## config.mk

```make
export PLATFORM = sky130hd
export DESIGN_NAME = pcr_wmul
export DESIGN_NICKNAME = d
export VERILOG_FILES = /design/src/rtl/pcr_pkg.sv /design/src/rtl/pcr_wmul.sv
export SDC_FILE = /design/constraint.sdc
export NUM_CORES = 2
export LEC_CHECK = 0
export BUFFER_PORTS_ARGS = -buffer_cell sky130_fd_sc_hd__buf_4
export CORE_ASPECT_RATIO = 1.1
export CORE_UTILIZATION = 50
export CTS_BUF_LIST = sky130_fd_sc_hd__clkbuf_8
export CTS_CLUSTER_DIAMETER = 200
export DETAILED_ROUTE_END_ITERATION = 10
export PLACE_DENSITY = 0.78
export SYNTH_ARGS = -nofsm -noshare
export SYNTH_HDL_FRONTEND = slang
export SYNTH_SLANG_ARGS = --single-unit
```

## constraint.sdc

```tcl
create_clock -name i_clk -period 16.81 [get_ports i_clk]
set_input_delay 1.681 -clock i_clk [delete_from_list [all_inputs] [get_ports i_clk]]
set_output_delay 1.681 -clock i_clk [all_outputs]
set_load 0.05 [all_outputs]
```

## src/rtl/pcr_pkg.sv

```systemverilog
// ----------------------------------------------------------------------------
// pcr_pkg
// Shared constants, register indexes and rounding helper for the pose
// consensus residual unit.
// ----------------------------------------------------------------------------
package pcr_pkg;

    localparam int VEC_W     = 21;
    localparam int QUAT_W    = 16;
    localparam int DIFF_W    = 22;
    localparam int PROD_W    = 32;
    localparam int MAT_W     = 34;
    localparam int MPROD_W   = 56;
    localparam int POS_W     = 37;
    localparam int ROT_W     = 29;
    localparam int ENT_W     = 23;
    localparam int WGT_W     = 32;
    localparam int OUT_W     = 32;
    localparam int CFG_IDX_W = 3;
    localparam int CFG_DAT_W = 64;
    localparam int NUM_W     = 22;
    localparam int PIPE_D    = 6;

    localparam logic [MAT_W-1:0] ONE_Q28 = MAT_W'(64'd1 << 28);

    typedef enum logic [CFG_IDX_W-1:0] {
        CFG_REF_POS   = 3'd0,
        CFG_REF_ROT   = 3'd1,
        CFG_POS_OFF   = 3'd2,
        CFG_ANG_OFF   = 3'd3,
        CFG_ROT_WGT   = 3'd4,
        CFG_TRN_WGT   = 3'd5
    } t_cfg_idx;

    localparam logic [2:0] BEAT_RES  = 3'd0;
    localparam logic [2:0] BEAT_LAST = 3'd6;

    localparam int W_POS = 0;
    localparam int W_ROT = 3;
    localparam int W_RM  = 6;
    localparam int W_EW  = 15;
    localparam int W_EV  = 16;
    localparam int W_NEV = 19;

    function automatic logic signed [63:0] rnd(input logic signed [63:0] v,
                                               input int unsigned s);
        logic [63:0] mag;
        mag = v[63] ? 64'(-v) : 64'(v);
        mag = (mag + (64'd1 << (s - 1))) >> s;
        return v[63] ? -$signed(mag) : $signed(mag);
    endfunction

endpackage

```

## src/rtl/pcr_wmul.sv

```systemverilog
// ----------------------------------------------------------------------------
// pcr_wmul
// Two-stage Q.16 by unsigned Q16.16 weight multiply, rounded and saturated.
// ----------------------------------------------------------------------------
module pcr_wmul (
    input  logic                                i_clk,
    input  logic                                i_en,
    input  logic signed [pcr_pkg::POS_W-1:0]    i_x,
    input  logic        [pcr_pkg::WGT_W-1:0]    i_w,
    output logic signed [pcr_pkg::OUT_W-1:0]    o_y
);
    logic [pcr_pkg::POS_W-1:0] mag;
    logic                      r_neg;
    logic [52:0]               r_hi;
    logic [48:0]               r_lo;
    logic [53:0]               res;
    logic signed [pcr_pkg::OUT_W-1:0] n_y;
    logic signed [pcr_pkg::OUT_W-1:0] r_y;

    function automatic logic signed [pcr_pkg::OUT_W-1:0] OUT_W_neg(input logic [53:0] r);
        logic [31:0] t;
        t = r[31:0];
        return $signed(32'(-t));
    endfunction

    assign mag = i_x[pcr_pkg::POS_W-1] ? pcr_pkg::POS_W'(-i_x) : pcr_pkg::POS_W'(i_x);

    always_ff @(posedge i_clk) begin
        if (i_en) begin
            r_neg <= i_x[pcr_pkg::POS_W-1];
            r_hi  <= 53'(mag[pcr_pkg::POS_W-1:16]) * 53'(i_w);
            r_lo  <= 49'(mag[15:0]) * 49'(i_w) + 49'h8000;
            r_y   <= n_y;
        end
    end

    assign res = 54'(r_hi) + 54'(r_lo >> 16);

    always_comb begin
        if (r_neg) begin
            n_y = (res > 54'h80000000) ? 32'sh80000000 : OUT_W_neg(res);
        end else begin
            n_y = (res > 54'h7FFFFFFF) ? 32'sh7FFFFFFF : $signed(res[31:0]);
        end
    end

    assign o_y = r_y;
endmodule

```

=== Yosys cells after proc, flatten, opt, wreduce, memory -nomap -nowiden ===
Cells that the tools add are included.

* Mux-type cells: 4
* Multipliers: 2
* $add $sub $neg: 4
* Order comparisons: 2

{| class="wikitable"
|+ Operators by type and width
! operator !! number
|-
| $mux 32 || 3
|-
| $add 53x33->54 || 1
|-
| $gt 54x31->1 const B || 1
|-
| $gt 54x32->1 const B || 1
|-
| $mul 21x32->53 || 1
|-
| $add 48x16->49 const B || 1
|-
| $mul 16x32->48 || 1
|-
| $mux 37 || 1
|-
| $neg 37->37 || 1
|-
| $neg 32->32 || 1
|}

* Bits in registers: 135
* Output and inout bits: 32
* Input bits: 71
* Word-level logic and storage cells: 16

=== Longest topological paths before layout ===
* Depth after elaboration: 4
* Mapped depth: 40
* Gate-level depth less buffers: 37

=== Worst setup path before layout ===
Ideal clock, no wire load.

* Path type: input-to-reg
* From: in i_x[2] (netlist bit)
* To: reg r_hi[52] (data pin)
* Arrival: 11,254 ps
* Stages on the path: 35
* Setup time: 260 ps
* Setup slack: 5,296 ps
* Path buffers: 1
* Data required time: 16,550 ps
* Cell sequence: or4_4 -> or3b_1 -> or2_1 -> or3_1 -> or4_1 -> or4_1 -> or4_1 -> o21ai_0 -> xnor2_1 -> clkbuf_1 -> nand2_1 -> fa_1 -> inv_1 -> fa_1 -> inv_1 -> fa_1 -> inv_1 -> fa_1 -> fa_1 -> fa_1 -> inv_1 -> fa_1 -> inv_1 -> ha_1 -> and4_1 -> and4_1 -> and3_1 -> and2_1 -> a311oi_1 -> o21ai_0 -> a21oi_1 -> a211o_1 -> o2111ai_1 -> a21oi_1 -> xnor2_1

* Longest elaborated chain between the ends: 3

{| class="wikitable"
|+ Ends and longest elaborated chain
! element !! RTL line !! RTL
|-
| from (decl) || pcr_wmul.sv:8 || <nowiki>input logic signed [pcr_pkg::POS_W-1:0] i_x,</nowiki>
|-
| $neg 37->37 || pcr_wmul.sv:26 || <nowiki>assign mag = i_x[pcr_pkg::POS_W-1] ? pcr_pkg::POS_W'(-i_x) : pcr_pkg::POS_W'(i_x);</nowiki>
|-
| $mux 37 || pcr_wmul.sv:26 ||
|-
| $mul 21x32->53 || pcr_wmul.sv:31 || <nowiki>r_hi <= 53'(mag[pcr_pkg::POS_W-1:16]) * 53'(i_w);</nowiki>
|-
| to (signal assigned) || pcr_wmul.sv:31 ||
|-
| to (decl) || pcr_wmul.sv:14 || <nowiki>logic [52:0] r_hi;</nowiki>
|}

No other way between the ends.
A chain may end at the register's enable or synchronous reset.

=== Worst setup path in the final report ===
* From: in i_x[0] (netlist bit)
* To: reg r_hi[52] (data pin)

Same word-level chain as after synthesis.

==> impl_metrics.env <==
export IMPL_status="finished clean"
export IMPL_cp_common_cell="fa_1"
export IMPL_max_stage_delay_ps=750
export IMPL_htreeDepth=4
export IMPL_ctsHoldBuffers=0
export IMPL_clockBufferDepth=2
export IMPL_drtIter0Drc=2204
export IMPL_syn_area_um2=45500
export IMPL_numClockSinks=119
export IMPL_critPathMaxFanout=34
export IMPL_nFillCells=8056
export IMPL_coreArea_um2=89800
export IMPL_path_delay_family="adder cells"
export IMPL_final_nets=6400
export IMPL_reg2reg_to="o_y[12]"
export IMPL_insertion_delay_ps=450
export IMPL_clk_pin_slew_ps=70
export IMPL_synth_cell_types=76
export IMPL_pin_count=103
export IMPL_synth_top_area_share_pct=43.4
export IMPL_row_count=115
export IMPL_grt_pass1_vias=37200
export IMPL_fmax_mhz=77.9
export IMPL_postCtsSetupRepairBufs=0
export IMPL_avgSynthCellArea_um2=8.88
export IMPL_cp_buffers_inverters=6
export IMPL_yosys_register_bits=119
export IMPL_syn2layout_area_growth_pct=4.57
export IMPL_synth_warnings=0
export IMPL_hold_path_class="register to register"
export IMPL_grt_pass1_wl_um=195000
export IMPL_dp_hpwl_um=90200
export IMPL_crit_end="r_hi[52]"
export IMPL_synthTopCellsByCount="1,101 x inv_1, 986 x fa_1, 867 x nand2_1, 348 x ha_1, 332 x and2_1"
export IMPL_slew_headroom_pct=25.0
export IMPL_synth_flop_cell="edfxtp_1"
export IMPL_ys_async_sr_fraction_pct=0
export IMPL_endpoint_kind="register"
export IMPL_rr_startpoint="r_hi[0]"
export IMPL_synth_edf_count=119
export IMPL_startpoint="i_x[0]"
export IMPL_design_area_um2=47500
export IMPL_critPathLaunchType="input port"
export IMPL_hold_viol=0
export IMPL_numPortBuffers=102
export IMPL_setup_tns_final_ps=0
export IMPL_fin_crit_ps=12840
export IMPL_routed_wirelength_um=117000
export IMPL_critPathKind="input port to register"
export IMPL_cts_resized=0
export IMPL_yosys_area_top_type="fa_1"
export IMPL_numCtsBuffers=17
export IMPL_grt_use_total_pct=26.6
export IMPL_drtAntennaViolNets=0
export IMPL_ys_top_cells_by_area="fa_1 43%, ha_1 9.6%, inv_1 9.1%"
export IMPL_vias_per_cell=5.61
export IMPL_fin_skew_ps=12.6
export IMPL_vias=34700
export IMPL_critical_path_required_ps=17000
export IMPL_fin_crit_sh_pct=76.4
export IMPL_die_area_um2=92100
export IMPL_synth_most_common_cell="inv_1"
export IMPL_synthCells=5121
export IMPL_drc_errors=0
export IMPL_ff2ff_path_depth=13
export IMPL_synthesis_nets=6526
export IMPL_overflow=0
export IMPL_ys_seq_area_share_pct=7.86
export IMPL_place_area_um2=47200
export IMPL_drv_cap=0
export IMPL_slew_violations=0
export IMPL_drive_gt1_share_pct=4.73
export IMPL_tightest_slew_ps=1120
export IMPL_reg2reg_setup_slack_ps=10690
export IMPL_rsz0062_at_grt="false"
export IMPL_crit_cells=35
export IMPL_cts_tree="done"
export IMPL_antenna_found_initial=1
export IMPL_start_util_pct=50.6
export IMPL_crit_slowest_cell="a311oi_1"
export IMPL_gp_congestion=0.921
export IMPL_wl_per_cell_um=19.0
export IMPL_fin_util_pct=53.0
export IMPL_grt_max_degree=80
export IMPL_first_pass_iters=6
export IMPL_cp_data_arrival_time_ps=13030
export IMPL_fp_dieH_um=318
export IMPL_die_w_um=290
export IMPL_cts_root_buf="clkbuf_8"
export IMPL_setup_violations=0
## flip-flops by register name, indices dropped and copies added, names as in the netlist
signal and cells:
r_hi 53, r_lo 33, o_y 32, r_neg 1
## layout by cell type, fill, tap and decap left out, types with 17 or more instances in the layout
cell	instances
edfxtp_1	119
xor2_1	31
nand4_1	28
nor3_1	25
a21o_1	44
nor2b_1	101
inv_1	1102
nand2b_1	26
and2_1	332
clkbuf_8	17
a21oi_1	115
nand2_1	867
ha_1	348
xnor2_1	81
buf_4	140
o31ai_1	21
xnor2_2	29
and3_1	22
fa_1	986
nor2_1	84
a22o_1	29
nand3_1	79
mux2i_1	17
a211oi_1	18
o21ai_0	81
## worst min-delay path by stage
stage	start	to	slack, ps	cells past startpoint
floorplan	r_lo[16]	o_y[0]	680	2
global placement	r_lo[16]	o_y[0]	780	2
detailed placement	r_lo[16]	o_y[0]	780	2
CTS	r_lo[16]	o_y[0]	800	2
global route	r_lo[16]	o_y[0]	830	2
finish	r_lo[16]	o_y[0]	790	2
## stage by stage
stage / hold slack [ps] / instances / worst slack (ps)
after floorplan: 679 / 5121 / 5300
after global placement: 777 / 6146 / 3780
after detailed placement: 781 / 6146 / 3650
after CTS: 800 / 6176 / 4110
after global routing: 829 / 6176 / 3500
final: 794 / 6177 / 3970
## cell families (layout without fill, tap and decap cells)
family | after synthesis | after routing | synth area share, %
multiplexers | 21 | 21 | 0.473
flip-flops | 119 | 119 | 7.86
AND/OR/NAND/NOR | 1668 | 1668 | 17.7
buffers and inverters | 1386 | 1271 | 11.5
AO/OA/AOI/OAI | 447 | 447 | 6.62
adder cells (fa/ha/maj) | 1334 | 1334 | 53.0
XOR/XNOR | 146 | 146 | 2.81
other | 0 | 1 | 0
## worst reg2reg max path, delay by kind of cell (launching register included)
kind | cells | cell delay [ps]
flops | 1 | 370
fa+ha+maj | 2 | 720
simple gates | 4 | 2340
compound gates | 7 | 2550
## metal layers
layer  vias up  GRT usage [%]  wire, um
met4         0           11.7      5740
met2      1417           44.8     57900
met5         -              0         0
li1      15300              -         -
met3       311           3.24      7680
met1     17700           34.4     45800
## area by class of cell
class	instances	area, um2	area share, %
flip-flops and latches	119	3570	7.52
diodes	1	2.50	0.00526
clock inverters	13	140	0.295
multi-input cells	3616	36900	77.7
clock buffers	17	234	0.492
repair buffers	140	1050	2.21
inverters	1101	4130	8.69
well taps	1170	1460	3.08
Power is left out: the tool's default activity adds up to more than one toggle a clock period on the data nets, which glitch-free logic cannot reach.
